==> config.mk <==
export PLATFORM = sky130hd
export DESIGN_NAME = dual_channel_fir_lowpass_51_flat
export DESIGN_NICKNAME = d
export VERILOG_FILES = /design/src/dcfir_pkg.sv /design/src/dcfir_chan_if.sv /design/src/dual_channel_fir_lowpass_51.sv /design/src/dcfir_hist.sv /design/src/dcfir_mac.sv /design/src/flat_wrapper.sv
export SDC_FILE = /design/constraint.sdc
export NUM_CORES = 2
export LEC_CHECK = 0
export ABC_AREA = 1
export BUFFER_PORTS_ARGS = -buffer_cell sky130_fd_sc_hd__buf_4
export CORE_MARGIN = 3
export CORE_UTILIZATION = 25
export CTS_CLUSTER_DIAMETER = 100
export DETAILED_ROUTE_END_ITERATION = 7
export SETUP_SLACK_MARGIN = 0.4
export SYNTH_ARGS = -nofsm -noshare
export SYNTH_HDL_FRONTEND = slang
export SYNTH_SLANG_ARGS = --single-unit
==> constraint.sdc <==
create_clock -name clock -period 6.5 [get_ports clock]
set_clock_uncertainty 0.15 [all_clocks]
set_input_delay 1.625 -clock clock [delete_from_list [all_inputs] [get_ports clock]]
set_output_delay 1.625 -clock clock [all_outputs]
set_load 0.02 [all_outputs]
==> src/dcfir_pkg.sv <==
package dcfir_pkg;

   localparam int TAP_COUNT_DEF   = 51;
   localparam int SAMPLE_BITS_DEF = 16;
   localparam int COEF_BITS_DEF   = 16;

   // widest tap the coefficient function can return, and the index width it takes
   localparam int COEF_MAX_BITS  = 24;
   localparam int TAP_INDEX_BITS = 8;

   localparam int TABLE_LEN = 51;
   localparam int HALF_LEN  = 26;
   localparam int RAW_BITS  = 16;

   // one half of the symmetric low-pass response, unsigned, 2^20 scale
   localparam logic [RAW_BITS-1:0] LP_TAPS [HALF_LEN] = '{
      16'd0,     16'd173,   16'd404,   16'd743,   16'd1242,  16'd1950,  16'd2915,
      16'd4176,  16'd5763,  16'd7694,  16'd9972,  16'd12588, 16'd15513, 16'd18705,
      16'd22107, 16'd25648, 16'd29247, 16'd32815, 16'd36258, 16'd39481, 16'd42392,
      16'd44904, 16'd46944, 16'd48447, 16'd49369, 16'd49679
   };

   // control shared by the history memory and the mac unit
   typedef struct packed {
      logic load;   // new sample pair written, accumulators cleared
      logic issue;  // one tap step: read one history entry, accumulate one product
   } seq_ctl_type;

   // tap k scaled to coef_bits; taps past the table are zero
   function automatic logic [COEF_MAX_BITS-1:0] tap_value(
      input logic [TAP_INDEX_BITS-1:0] k,
      input int                        coef_bits
   );
      logic [TAP_INDEX_BITS-1:0] m;
      logic [COEF_MAX_BITS-1:0]  raw;
      logic [COEF_MAX_BITS-1:0]  res;
      if (k >= TAP_INDEX_BITS'(TABLE_LEN)) begin
         res = '0;
      end else begin
         m   = (k < TAP_INDEX_BITS'(HALF_LEN)) ? k : TAP_INDEX_BITS'(TABLE_LEN - 1) - k;
         raw = COEF_MAX_BITS'(LP_TAPS[m[4:0]]);
         if (coef_bits >= RAW_BITS) begin
            res = raw << (coef_bits - RAW_BITS);
         end else begin
            res = raw >> (RAW_BITS - coef_bits);
         end
      end
      return res;
   endfunction

endpackage

==> src/dcfir_chan_if.sv <==
interface dcfir_req_if #(
   parameter int SAMPLE_BITS = dcfir_pkg::SAMPLE_BITS_DEF
) ();
   logic                          valid;
   logic                          ready;
   logic signed [SAMPLE_BITS-1:0] red_ac;
   logic signed [SAMPLE_BITS-1:0] ir_ac;

   modport source (output valid, output red_ac, output ir_ac, input ready);
   modport sink   (input valid, input red_ac, input ir_ac, output ready);
endinterface

interface dcfir_rsp_if #(
   parameter int SAMPLE_BITS = dcfir_pkg::SAMPLE_BITS_DEF
) ();
   logic                          valid;
   logic                          ready;
   logic signed [SAMPLE_BITS-1:0] red_filtered;
   logic signed [SAMPLE_BITS-1:0] ir_filtered;

   modport source (output valid, output red_filtered, output ir_filtered, input ready);
   modport sink   (input valid, input red_filtered, input ir_filtered, output ready);
endinterface

==> src/dual_channel_fir_lowpass_51.sv <==
// Two-channel 51-tap symmetric low-pass FIR. Each req beat carries one red and one infrared
// sample. Each rsp beat returns both filtered samples, rounded half up and saturated. The
// histories start at zero, so early outputs sum only the samples seen so far. A single
// two-lane multiply-accumulate unit steps one tap per cycle through one read port of the
// history memory. The last product is then multiplied, accumulated and written to the rsp
// register. req is ready only while the unit is idle, which it is again once the result
// lands, so a new item is accepted only after the last one's result has landed in the rsp
// register. A finished result waits in the rsp register and the next item can start; a
// result that finds that register still full holds the unit in its final step.
module dual_channel_fir_lowpass_51 #(
   parameter int TAP_COUNT   = dcfir_pkg::TAP_COUNT_DEF,
   parameter int SAMPLE_BITS = dcfir_pkg::SAMPLE_BITS_DEF,
   parameter int COEF_BITS   = dcfir_pkg::COEF_BITS_DEF
) (
   input  logic       clock,
   input  logic       reset,
   dcfir_req_if.sink   req_chan,
   dcfir_rsp_if.source rsp_chan
);
   import dcfir_pkg::*;

   localparam int K_BITS = $clog2(TAP_COUNT);
   localparam logic [K_BITS-1:0] K_LAST = K_BITS'(TAP_COUNT - 1);

   typedef enum logic [1:0] {
      ST_IDLE,
      ST_RUN,
      ST_FLUSH
   } state_type;

   state_type                     state_ff;
   logic [K_BITS-1:0]             k_ff;
   logic                          rsp_valid_ff;
   logic signed [SAMPLE_BITS-1:0] red_out_ff;
   logic signed [SAMPLE_BITS-1:0] ir_out_ff;

   seq_ctl_type                   ctl;
   logic                          accept;
   logic                          out_free;
   logic                          result_done;
   logic                          mac_busy;
   logic [COEF_MAX_BITS-1:0]      tap_full;
   logic [COEF_BITS-1:0]          tap;
   logic signed [SAMPLE_BITS-1:0] hist_red;
   logic signed [SAMPLE_BITS-1:0] hist_ir;
   logic signed [SAMPLE_BITS-1:0] red_q;
   logic signed [SAMPLE_BITS-1:0] ir_q;

   assign req_chan.ready = (state_ff == ST_IDLE);
   assign accept         = req_chan.valid && req_chan.ready;
   assign out_free       = !rsp_valid_ff || rsp_chan.ready;
   // last product landed and the rsp register can take the result
   assign result_done    = (state_ff == ST_FLUSH) && !mac_busy && out_free;
   assign ctl.load       = accept;
   assign ctl.issue      = (state_ff == ST_RUN);
   assign tap_full       = tap_value(TAP_INDEX_BITS'(k_ff), COEF_BITS);
   assign tap            = tap_full[COEF_BITS-1:0];

   dcfir_hist #(
      .TAP_COUNT   (TAP_COUNT),
      .SAMPLE_BITS (SAMPLE_BITS)
   ) u_hist (
      .clock  (clock),
      .reset  (reset),
      .ctl    (ctl),
      .wr_red (req_chan.red_ac),
      .wr_ir  (req_chan.ir_ac),
      .rd_red (hist_red),
      .rd_ir  (hist_ir)
   );

   dcfir_mac #(
      .TAP_COUNT   (TAP_COUNT),
      .SAMPLE_BITS (SAMPLE_BITS),
      .COEF_BITS   (COEF_BITS)
   ) u_mac (
      .clock (clock),
      .reset (reset),
      .ctl   (ctl),
      .tap   (tap),
      .red_x (hist_red),
      .ir_x  (hist_ir),
      .busy  (mac_busy),
      .red_q (red_q),
      .ir_q  (ir_q)
   );

   always_ff @(posedge clock) begin
      if (reset) begin
         state_ff     <= ST_IDLE;
         k_ff         <= '0;
         rsp_valid_ff <= 1'b0;
      end else begin
         if (rsp_chan.ready && !result_done) begin
            rsp_valid_ff <= 1'b0;
         end
         unique case (state_ff)
            ST_IDLE: begin
               if (accept) begin
                  state_ff <= ST_RUN;
                  k_ff     <= '0;
               end
            end
            ST_RUN: begin
               if (k_ff == K_LAST) begin
                  state_ff <= ST_FLUSH;
               end else begin
                  k_ff <= k_ff + 1'b1;
               end
            end
            ST_FLUSH: begin
               // wait for the last product to land and for the rsp register to free up
               if (result_done) begin
                  rsp_valid_ff <= 1'b1;
                  red_out_ff   <= red_q;
                  ir_out_ff    <= ir_q;
                  state_ff     <= ST_IDLE;
               end
            end
            default: begin
               state_ff <= ST_IDLE;
            end
         endcase
      end
   end

   assign rsp_chan.valid        = rsp_valid_ff;
   assign rsp_chan.red_filtered = red_out_ff;
   assign rsp_chan.ir_filtered  = ir_out_ff;

`ifndef SYNTHESIS
   a_rsp_from_flush: assert property (@(posedge clock) disable iff (reset)
      $rose(rsp_chan.valid) |-> $past(state_ff) == ST_FLUSH)
      else $error("rsp beat raised outside the flush step");

   a_idle_mac_empty: assert property (@(posedge clock) disable iff (reset)
      state_ff == ST_IDLE |-> !mac_busy)
      else $error("mac pipeline still busy while idle");

   a_tap_step: assert property (@(posedge clock) disable iff (reset)
      (state_ff == ST_RUN && k_ff != K_LAST) |=> k_ff == K_BITS'($past(k_ff) + 1'b1))
      else $error("tap counter skipped a step");
`endif

endmodule

==> src/dcfir_hist.sv <==
module dcfir_hist #(
   parameter int TAP_COUNT   = dcfir_pkg::TAP_COUNT_DEF,
   parameter int SAMPLE_BITS = dcfir_pkg::SAMPLE_BITS_DEF
) (
   input  logic                          clock,
   input  logic                          reset,
   input  dcfir_pkg::seq_ctl_type        ctl,
   input  logic signed [SAMPLE_BITS-1:0] wr_red,
   input  logic signed [SAMPLE_BITS-1:0] wr_ir,
   output logic signed [SAMPLE_BITS-1:0] rd_red,
   output logic signed [SAMPLE_BITS-1:0] rd_ir
);
   import dcfir_pkg::*;

   localparam int SLOT_BITS = $clog2(TAP_COUNT);
   localparam int FILL_BITS = $clog2(TAP_COUNT + 1);
   localparam int WORD_BITS = 2 * SAMPLE_BITS;
   localparam logic [SLOT_BITS-1:0] SLOT_LAST = SLOT_BITS'(TAP_COUNT - 1);
   localparam logic [FILL_BITS-1:0] FILL_FULL = FILL_BITS'(TAP_COUNT);

   logic [WORD_BITS-1:0] hist_mem_ff [TAP_COUNT];
   logic [SLOT_BITS-1:0] wr_slot_ff;
   logic [SLOT_BITS-1:0] rd_ptr_ff;
   logic [FILL_BITS-1:0] fill_ff;
   logic [WORD_BITS-1:0] rd_word_ff;
   logic                 rd_ok_ff;

   always_ff @(posedge clock) begin
      if (ctl.load) begin
         hist_mem_ff[wr_slot_ff] <= {wr_red, wr_ir};
      end
      if (ctl.issue) begin
         rd_word_ff <= hist_mem_ff[rd_ptr_ff];
      end
   end

   // slots are filled in order from zero, so entries below the fill count are written
   always_ff @(posedge clock) begin
      if (reset) begin
         wr_slot_ff <= '0;
         rd_ptr_ff  <= '0;
         fill_ff    <= '0;
         rd_ok_ff   <= 1'b0;
      end else begin
         if (ctl.load) begin
            wr_slot_ff <= (wr_slot_ff == SLOT_LAST) ? '0 : wr_slot_ff + 1'b1;
            rd_ptr_ff  <= wr_slot_ff;
            if (fill_ff != FILL_FULL) begin
               fill_ff <= fill_ff + 1'b1;
            end
         end
         if (ctl.issue) begin
            rd_ptr_ff <= (rd_ptr_ff == '0) ? SLOT_LAST : rd_ptr_ff - 1'b1;
            rd_ok_ff  <= FILL_BITS'(rd_ptr_ff) < fill_ff;
         end
      end
   end

   assign rd_red = rd_ok_ff ? $signed(rd_word_ff[WORD_BITS-1:SAMPLE_BITS]) : '0;
   assign rd_ir  = rd_ok_ff ? $signed(rd_word_ff[SAMPLE_BITS-1:0]) : '0;

endmodule

==> src/dcfir_mac.sv <==
module dcfir_mac #(
   parameter int TAP_COUNT   = dcfir_pkg::TAP_COUNT_DEF,
   parameter int SAMPLE_BITS = dcfir_pkg::SAMPLE_BITS_DEF,
   parameter int COEF_BITS   = dcfir_pkg::COEF_BITS_DEF
) (
   input  logic                          clock,
   input  logic                          reset,
   input  dcfir_pkg::seq_ctl_type        ctl,
   input  logic [COEF_BITS-1:0]          tap,
   input  logic signed [SAMPLE_BITS-1:0] red_x,
   input  logic signed [SAMPLE_BITS-1:0] ir_x,
   output logic                          busy,
   output logic signed [SAMPLE_BITS-1:0] red_q,
   output logic signed [SAMPLE_BITS-1:0] ir_q
);
   import dcfir_pkg::*;

   localparam int FRAC      = COEF_BITS + 4;
   localparam int PROD_BITS = SAMPLE_BITS + COEF_BITS + 1;
   localparam int ACC_BITS  = SAMPLE_BITS + COEF_BITS + 4 + $clog2(TAP_COUNT);
   localparam int Q_BITS    = ACC_BITS - FRAC;
   localparam logic signed [ACC_BITS-1:0] RND  = ACC_BITS'(64'd1 << (FRAC - 1));
   localparam logic signed [Q_BITS-1:0]   Q_HI = Q_BITS'((64'sd1 <<< (SAMPLE_BITS - 1)) - 1);
   localparam logic signed [Q_BITS-1:0]   Q_LO = Q_BITS'(-(64'sd1 <<< (SAMPLE_BITS - 1)));

   logic [COEF_BITS-1:0]        tap_ff;
   logic                        stage1_ff;
   logic                        stage2_ff;
   logic signed [PROD_BITS-1:0] prod_red_ff;
   logic signed [PROD_BITS-1:0] prod_ir_ff;
   logic signed [ACC_BITS-1:0]  acc_red_ff;
   logic signed [ACC_BITS-1:0]  acc_ir_ff;

   function automatic logic signed [SAMPLE_BITS-1:0] round_sat(
      input logic signed [ACC_BITS-1:0] acc
   );
      logic signed [ACC_BITS-1:0]    v;
      logic signed [Q_BITS-1:0]      q;
      logic signed [SAMPLE_BITS-1:0] res;
      v = acc + RND;
      q = $signed(v[ACC_BITS-1:FRAC]);
      if (q > Q_HI) begin
         res = Q_HI[SAMPLE_BITS-1:0];
      end else if (q < Q_LO) begin
         res = Q_LO[SAMPLE_BITS-1:0];
      end else begin
         res = q[SAMPLE_BITS-1:0];
      end
      return res;
   endfunction

   // stage 1 lines the tap up with the registered memory read
   always_ff @(posedge clock) begin
      if (reset) begin
         stage1_ff <= 1'b0;
         stage2_ff <= 1'b0;
      end else begin
         stage1_ff <= ctl.issue;
         stage2_ff <= stage1_ff;
      end
   end

   always_ff @(posedge clock) begin
      tap_ff <= tap;
      if (stage1_ff) begin
         prod_red_ff <= red_x * $signed({1'b0, tap_ff});
         prod_ir_ff  <= ir_x * $signed({1'b0, tap_ff});
      end
      if (ctl.load) begin
         acc_red_ff <= '0;
         acc_ir_ff  <= '0;
      end else if (stage2_ff) begin
         acc_red_ff <= acc_red_ff + ACC_BITS'(prod_red_ff);
         acc_ir_ff  <= acc_ir_ff + ACC_BITS'(prod_ir_ff);
      end
   end

   assign busy  = stage1_ff | stage2_ff;
   assign red_q = round_sat(acc_red_ff);
   assign ir_q  = round_sat(acc_ir_ff);

endmodule
==> src/flat_wrapper.sv <==
// flat-port wrapper written by rule: the top's interface ports become plain ports
module dual_channel_fir_lowpass_51_flat import dcfir_pkg::*;
#(
   parameter int TAP_COUNT   = dcfir_pkg::TAP_COUNT_DEF,
   parameter int SAMPLE_BITS = dcfir_pkg::SAMPLE_BITS_DEF,
   parameter int COEF_BITS   = dcfir_pkg::COEF_BITS_DEF
)
  (clock, reset, req_chan_valid, req_chan_red_ac, req_chan_ir_ac, req_chan_ready, rsp_chan_valid, rsp_chan_red_filtered, rsp_chan_ir_filtered, rsp_chan_ready);
  dcfir_req_if #(.SAMPLE_BITS(SAMPLE_BITS)) req_chan_i ();
  dcfir_rsp_if #(.SAMPLE_BITS(SAMPLE_BITS)) rsp_chan_i ();
  input  logic clock;
  input  logic reset;
  input wire logic [$bits(req_chan_i.valid)-1:0] req_chan_valid;
  input wire logic [$bits(req_chan_i.red_ac)-1:0] req_chan_red_ac;
  input wire logic [$bits(req_chan_i.ir_ac)-1:0] req_chan_ir_ac;
  output wire logic [$bits(req_chan_i.ready)-1:0] req_chan_ready;
  output wire logic [$bits(rsp_chan_i.valid)-1:0] rsp_chan_valid;
  output wire logic [$bits(rsp_chan_i.red_filtered)-1:0] rsp_chan_red_filtered;
  output wire logic [$bits(rsp_chan_i.ir_filtered)-1:0] rsp_chan_ir_filtered;
  input wire logic [$bits(rsp_chan_i.ready)-1:0] rsp_chan_ready;
  assign req_chan_i.valid = req_chan_valid;
  assign req_chan_i.red_ac = req_chan_red_ac;
  assign req_chan_i.ir_ac = req_chan_ir_ac;
  assign req_chan_ready = req_chan_i.ready;
  assign rsp_chan_valid = rsp_chan_i.valid;
  assign rsp_chan_red_filtered = rsp_chan_i.red_filtered;
  assign rsp_chan_ir_filtered = rsp_chan_i.ir_filtered;
  assign rsp_chan_i.ready = rsp_chan_ready;
  dual_channel_fir_lowpass_51 #(.TAP_COUNT(TAP_COUNT), .SAMPLE_BITS(SAMPLE_BITS), .COEF_BITS(COEF_BITS)) u_core (.clock(clock), .reset(reset), .req_chan(req_chan_i), .rsp_chan(rsp_chan_i));
endmodule
# Word level (Yosys, flattened, before mapping)

Memories as Yosys holds them, arrays and structs flattened. A register that Yosys moved wholly into a read port is not among the register bits.
Cells that the tools add are included.

Bits of input ports: 36
Word-level logic and storage cells: 84
Output and inout port bits: 34
Memories kept: 2
Bits in read-only memories: 512
Register bits: 212
Memory bits (writable): 1632

Magnitude comparators: 7
Add/subtract/negate cells: 9
Bitwise operators: 3
Muxes and demuxes: 21
$mul: 2
Reductions and logical operators: 16
Eq/ne operators: 9

Memories:

| memory                    | words | width | read ports | clocked after Yosys merged registers in | wr ports | RTL line         | RTL |
|---|---|---|---|---|---|---|---|
| u_core.u_hist.hist_mem_ff | 51    | 32    | 1          | 1                                       | 1        | dcfir_hist.sv:21 | `logic [WORD_BITS-1:0] hist_mem_ff [TAP_COUNT];` |
| (no name shown)           | 32    | 16    | 1          | 1                                       | 0        | dcfir_pkg.sv:41  | `raw = COEF_MAX_BITS'(LP_TAPS[m[4:0]]);` |

Operator list:

| kind                                                      | number |
|---|---|
| adder 42 x 21 -> 42 bit (second input constant)           | 2 |
| adder 42 x 33 -> 42 bit                                   | 2 |
| multiplier 16 x 17 -> 33 bit                              | 2 |
| two-way mux 16 bit                                        | 4 |
| > comparator 22 x 16 -> 1 bit (second input constant)     | 2 |
| < comparator 22 x 16 -> 1 bit (second input constant)     | 2 |
| two-way mux 6 bit                                         | 6 |
| adder 6 x 1 -> 6 bit (second input constant)              | 3 |
| equality test 6 bit (second input constant)               | 2 |
| one-hot mux 6 bit (2 select lines)                        | 1 |
| AND reduction 3 bit                                       | 3 |
| greater-or-equal comparator 6 bit (second input constant) | 1 |
| logical NOT 6 bit                                         | 1 |
| < comparator 6 x 5 -> 1 bit (second input constant)       | 1 |
| < comparator 6 bit                                        | 1 |
| two-way mux 2 bit                                         | 3 |
| inequality test 6 bit (second input constant)             | 1 |
| inverter 5 -> 6 bit                                       | 1 |
| one-hot mux 2 bit (3 select lines)                        | 1 |
| subtractor 6 x 1 -> 6 bit (second input constant)         | 1 |
| two-way mux 1 bit                                         | 5 |
| two-way mux 5 bit                                         | 1 |
| subtractor 5 bit (first input constant)                   | 1 |
| logical AND 1 bit                                         | 4 |
| 11 further kinds                                          | 16 |

# Logic depth before layout (Yosys ltp)

Depth in word-level cells: 9
Depth in mapped cells: 27

# Modules after synthesis

Synthesis repeated with hierarchy kept, for this count alone.

Cells, all modules: 10522
Area total of the unflattened synthesis: 101763.8 um^2

By module, submodules not included:

| module                      | times used | cells each | area an instance (um^2) | sequential area each (um^2) |
|---|---|---|---|---|
| dcfir_hist                  | 1          | 5755       | 68256.7                 | 50348.3 |
| dcfir_mac                   | 1          | 4471       | 31171.1                 | 4023.9 |
| dual_channel_fir_lowpass_51 | 1          | 296        | 2336.0                  | 1141.1 |

# Worst setup path before layout

OpenSTA, ideal clock, no wires.

Path type: reg-to-reg
Start: register u_core.u_hist.rd_ok_ff
End: register u_core.u_mac.prod_red_ff[23] (data pin)
Cell stages (with the launch flop): 27
Clock period less this slack: 6.165 ns
Setup time: 0.258 ns
Required time: 6.092 ns
Data arrival time: 5.756 ns
Path slack: 0.335 ns
Path through: dfxtp_1 -> clkbuf_1 -> clkbuf_1 -> nand2_1 -> inv_1 -> clkbuf_1 -> nand2_1 -> fa_1 -> inv_1 -> fa_1 -> inv_1 -> fa_1 -> inv_1 -> fa_1 -> fa_1 -> inv_1 -> fa_1 -> inv_1 -> ha_1 -> nand2_1 -> nor2_1 -> nand2_1 -> o211ai_1 -> nand2_1 -> nand2_1 -> a21oi_1 -> xnor2_1

Word-level cells in the longest chain between the ends: 2

Ends and longest elaborated chain:

| what                         | RTL line         | RTL |
|---|---|---|
| start, declared              | dcfir_hist.sv:26 | `logic rd_ok_ff;` |
| start signal, assigned       | dcfir_hist.sv:54 | `rd_ok_ff <= FILL_BITS'(rd_ptr_ff) < fill_ff;` |
| two-way mux 16 bit           | dcfir_hist.sv:59 | `assign rd_red = rd_ok_ff ? $signed(rd_word_ff[WORD_BITS-1:SAMPLE_BITS]) : '0;` |
| multiplier 16 x 17 -> 33 bit | dcfir_mac.sv:66  | `prod_red_ff <= red_x * $signed({1'b0, tap_ff});` |
| end signal, assigned         | dcfir_mac.sv:66  |  |
| end, declared                | dcfir_mac.sv:29  | `logic signed [PROD_BITS-1:0] prod_red_ff;` |

No other way between the ends.
A chain may end at the register's enable or synchronous reset.

# Worst setup path after layout

Start: register u_core.u_hist.rd_ok_ff
End: register u_core.u_mac.prod_ir_ff[31] (data pin)

Word-level cells in the longest chain between the ends: 2

Ends and longest elaborated chain:

| what                         | RTL line         | RTL |
|---|---|---|
| two-way mux 16 bit           | dcfir_hist.sv:60 | `assign rd_ir = rd_ok_ff ? $signed(rd_word_ff[SAMPLE_BITS-1:0]) : '0;` |
| multiplier 16 x 17 -> 33 bit | dcfir_mac.sv:67  | `prod_ir_ff <= ir_x * $signed({1'b0, tap_ff});` |
| end signal, assigned         | dcfir_mac.sv:67  |  |
| end, declared                | dcfir_mac.sv:30  | `logic signed [PROD_BITS-1:0] prod_ir_ff;` |

No other way between the ends.

==> implementation parameters <==
Parameter                              Value

Global route
  Total Routing Usage GR    0.134
  Number of global-route vias before repair    between 60000 and 70000
  Pin count of the biggest net entering global routing    between 150 and 200
  Antenna violations before repair    6
  Overflow after GRT    0
  Wire length of the first global-routing pass    between 400 and 500 mm

Synthesis
  Top-count cell post-synth    sky130_fd_sc_hd__edfxtp_1
  Number of flops mapped to enable cells by yosys    approximately 1800
  Portion of the post-synthesis area used by sequential elements    0.565
  Mapped Cells    9412
  Count of warnings emitted by yosys    0
  Async set or reset register ratio after synthesis    0
  Number of nets produced by synthesis    slightly above 10000
  Area share of the largest cell type after synthesis    0.538
  Post-synth cell types    60
  Yosys reg bits    ~1900
  Mean instance size in the synthesized netlist    10.4 sq um
  Cell accounting for the most synthesized area    sky130_fd_sc_hd__edfxtp_1
  Top cells by instance count after synthesis    1762 x sky130_fd_sc_hd__edfxtp_1, 1521 x sky130_fd_sc_hd__nor2_1, 1359 x sky130_fd_sc_hd__nand2_1
  Synth top area cells    sky130_fd_sc_hd__edfxtp_1 54%, sky130_fd_sc_hd__fa_1 7.9%, sky130_fd_sc_hd__nor2_1 5.8%, sky130_fd_sc_hd__o21ai_0 5.2%, sky130_fd_sc_hd__nand2_1 5.2%
  Top flip-flop cell by instance count after synthesis    sky130_fd_sc_hd__edfxtp_1
  Total standard cell area after synthesis    0.0983 sq mm

Clock tree
  Insertion delay to the later sink of the worst-skew pair    about 0.88 ns
  Clock transition at path regs    about 0.070 ns
  Hold-fix buffers, CTS    0
  Clock tree root driver cell    sky130_fd_sc_hd__clkbuf_16
  Maximum clock path buffer count    4
  H-tree Lvls    4
  Number of clock sinks    between 1500 and 2000
  Clock tree from TritonCTS    done
  Number of buffers created by CTS    185

Floorplan
  CORE AREA    between 0.3 and 0.4 sq mm
  Die width    between 600 and 700 um
  Initial Util    0.252
  Number of rows in the core area    about 230
  Num ports    70
  Die Outline Area    0.401 sq mm
  Die Y    633 um

Setup path
  Kind of cell adding the most delay to the critical path    adder cells
  Capturing element type of the critical path    flop
  Worst Path Buf+Inv    8
  Largest driver fanout on the critical path    18
  Critical path class    flop to flop
  Maximum single-stage delay on the critical path    around 0.53 ns
  Arrival time of the worst setup path    6.31 ns
  Critical-path top delay cell    sky130_fd_sc_hd__fa_1
  Sort of element at the start of the critical path    flop
  Required time at the worst-slack endpoint    6.87 ns

Routing
  Drt first-iter violations    around 7000
  Count of vias placed by the detailed router    69500
  # DRC    0
  Post-DR wirelength/cell    ~19 um
  Antenna-violating nets left    0
  Final routed wirelength across all metal layers    278 mm
  First-pass iteration count of the detailed router    8
  Via density per instance    around 4.7

Timing
  Max-slew headroom at the worst pin    0.235
  Post-route fraction of the period consumed by the critical path    0.913
  Smallest hold slack    0.335 ns
  Top achievable clock speed    ~170 MHz
  Endpoints failing setup    0
  Period minus WS final    roughly 5.9 ns
  Unrepaired setup endpoints after global routing    yes
  Max-slew violations    0
  Final hold vios    0
  Transition time at the pin with the least slew margin    1.15 ns
  Final TNS setup    0 ns

Layout
  Utilization after layout    0.286
  Count of filler cells inserted in the layout    roughly 40000
  Synth-to-Final Area Change    13.7%
  Post-layout nets    about 10000
  Share of post-route cells with drive strength above 1    0.0755

Place
  Post-detailed-placement half-perimeter wirelength    about 170 mm
  Last weighted congestion value of the routability-driven placer    approximately 0.90
  Number of buffers inserted by port buffering    69

Power
  Peak supply drop    0.000236 V
  Leakage power summed over all cells    ~42 nW
  Cell Pwr Density    between 200 and 300 mW/mm^2

Min path
  Min-Delay Path Class    flop to flop

Job
  Max-cap violations    0

Status
  Status    complete, no violations
-- cells in the final DEF (no fill, tap or decap), types with 9 or more instances in the layout --
cell,synthesis,routed
sky130_fd_sc_hd__fa_1,390,390
sky130_fd_sc_hd__a21oi_1,326,312
sky130_fd_sc_hd__nor2_1,1521,1460
sky130_fd_sc_hd__nand2_1,1359,1346
sky130_fd_sc_hd__o221ai_1,142,142
sky130_fd_sc_hd__clkbuf_1,304,38
sky130_fd_sc_hd__o211ai_1,34,34
sky130_fd_sc_hd__o21bai_1,21,21
sky130_fd_sc_hd__clkbuf_16,0,189
sky130_fd_sc_hd__xor2_1,91,91
sky130_fd_sc_hd__buf_4,27,254
sky130_fd_sc_hd__o21ai_0,1028,1021
sky130_fd_sc_hd__dfxtp_1,130,123
sky130_fd_sc_hd__nor3_1,45,45
sky130_fd_sc_hd__nor2_4,3,58
sky130_fd_sc_hd__xnor2_1,25,25
sky130_fd_sc_hd__a21oi_2,0,14
sky130_fd_sc_hd__o22ai_1,237,237
sky130_fd_sc_hd__bufinv_16,0,20
sky130_fd_sc_hd__inv_1,959,948
sky130_fd_sc_hd__clkinv_1,14,34
sky130_fd_sc_hd__edfxtp_1,1762,1762
sky130_fd_sc_hd__nor2_2,3,9
sky130_fd_sc_hd__nand4_1,59,59
sky130_fd_sc_hd__clkinvlp_4,0,23
sky130_fd_sc_hd__nand2_2,9,19
sky130_fd_sc_hd__inv_2,13,15
sky130_fd_sc_hd__a31oi_1,10,10
sky130_fd_sc_hd__clkinv_2,0,24
sky130_fd_sc_hd__ha_1,347,339
sky130_fd_sc_hd__buf_12,1,16
sky130_fd_sc_hd__o21ai_1,41,48
sky130_fd_sc_hd__a21o_1,13,13
sky130_fd_sc_hd__nand3_2,9,11
sky130_fd_sc_hd__nand3_1,293,291
-- state kept, by name (all words and copies together) (netlist names), 16 cells and up --
name and cells:
u_core.u_mac.prod_ir_ff 33, u_core.u_mac.tap_ff 16, u_core.u_mac.prod_red_ff 33, u_core.u_hist.rd_word_ff 32, u_core.u_mac.acc_ir_ff 42, u_core.rsp_chan.red_filtered 16
u_core.u_hist.hist_mem_ff 1632, u_core.u_mac.acc_red_ff 42, u_core.rsp_chan.ir_filtered 16
-- final cells by class --
| type | count | area (sq um) | share of cell area |
|---|---|---|---|
| clock inverters | 93 | 1030 | 0.00926 |
| diodes | 4 | 10.0 | 0.0000896 |
| repair buffers | 276 | 2290 | 0.0205 |
| clock buffers | 228 | 4890 | 0.0437 |
| well taps | 5197 | 6500 | 0.0582 |
| inverters | 986 | 3770 | 0.0338 |
| multi-input cells | 6077 | 37700 | 0.337 |
| repair inverters | 2 | 12.5 | 0.000112 |
| flip-flops and latches | 1892 | 55500 | 0.497 |
-- cell families (layout without fill, tap and decap cells) --
logic type	count (synthesis)	count (layout)	synth area share
adder cells (fa/ha/maj)	737	737	0.124
other	0	4	0
buffers and inverters	1443	1585	0.0577
AND/OR/NAND/NOR	3339	3339	0.136
AO/OA/AOI/OAI	1882	1882	0.107
XOR/XNOR	119	119	0.0109
flip-flops	1892	1892	0.565
-- worst reg2reg max path, delay by kind of cell, from the launching register on --
family | cells | cell delay [ns]
buffers and inverters | 8 | 0.70
AO/OA/AOI/OAI | 1 | 0.14
AND/OR/NAND/NOR | 8 | 0.98
XOR/XNOR | 1 | 0.06
adder cells (fa/ha/maj) | 7 | 3.34
flip-flops | 1 | 0.38
-- what timing repair did --
| action | in CTS | in global routing |
|---|---|---|
| endpoints found under the hold margin | 0 | 0 |
| setup buffers | 0 | 26 |
| setup endpoints to repair | 0 | 36 |
| resized for setup | 0 | 83 |
-- power breakdown --
group | internal (mW) | total [mW] | switching [mW]
sequential | 13.5 | 13.7 | 0.163
combinational | 1.07 | 3.85 | 2.78
clock | 6.14 | 10.8 | 4.71
-- per-layer routing --
| metal | up-vias | track usage | wire [um] |
|---|---|---|---|
| li1 | 32200 | - | - |
| met1 | 34100 | 0.190 | 123000 |
| met2 | 2609 | 0.215 | 126000 |
| met3 | 472 | 0.0209 | 20800 |
| met4 | 6 | 0.0324 | 7250 |
| met5 | - | 0 | 36 |
-- through the flow --
stage	setup slack, ns	instance area [sq um]	cells	power, mW
6_report	0.567	112000	14800	28.3
5_1_grt	0.325	112000	14800	29.5
4_1_cts	0.417	111000	14700	28.5
3_5_place_dp	0.344	105000	14400	17.7
3_3_place_gp	0.393	105000	14400	17.7
2_1_floorplan	0.452	98300	9412	16.2
-- path summary, 6_finish.rpt --
kind,to,depth (start not counted),startpoint,slack (ns)
min,u_core.u_hist.fill_ff[5]$_SDFFE_PP0P_,1,u_core.u_hist.fill_ff[5]$_SDFFE_PP0P_,0.34
min reg2reg,u_core.u_hist.fill_ff[5]$_SDFFE_PP0P_,1,u_core.u_hist.fill_ff[5]$_SDFFE_PP0P_,0.34
max reg2reg,u_core.u_mac.prod_ir_ff[31]$_DFFE_PP_,25,u_core.u_hist.rd_ok_ff$_SDFFE_PP0P_,0.57
max,u_core.u_mac.prod_ir_ff[31]$_DFFE_PP_,25,u_core.u_hist.rd_ok_ff$_SDFFE_PP0P_,0.57
No activity file was read; power rests on OpenSTA's default activity.
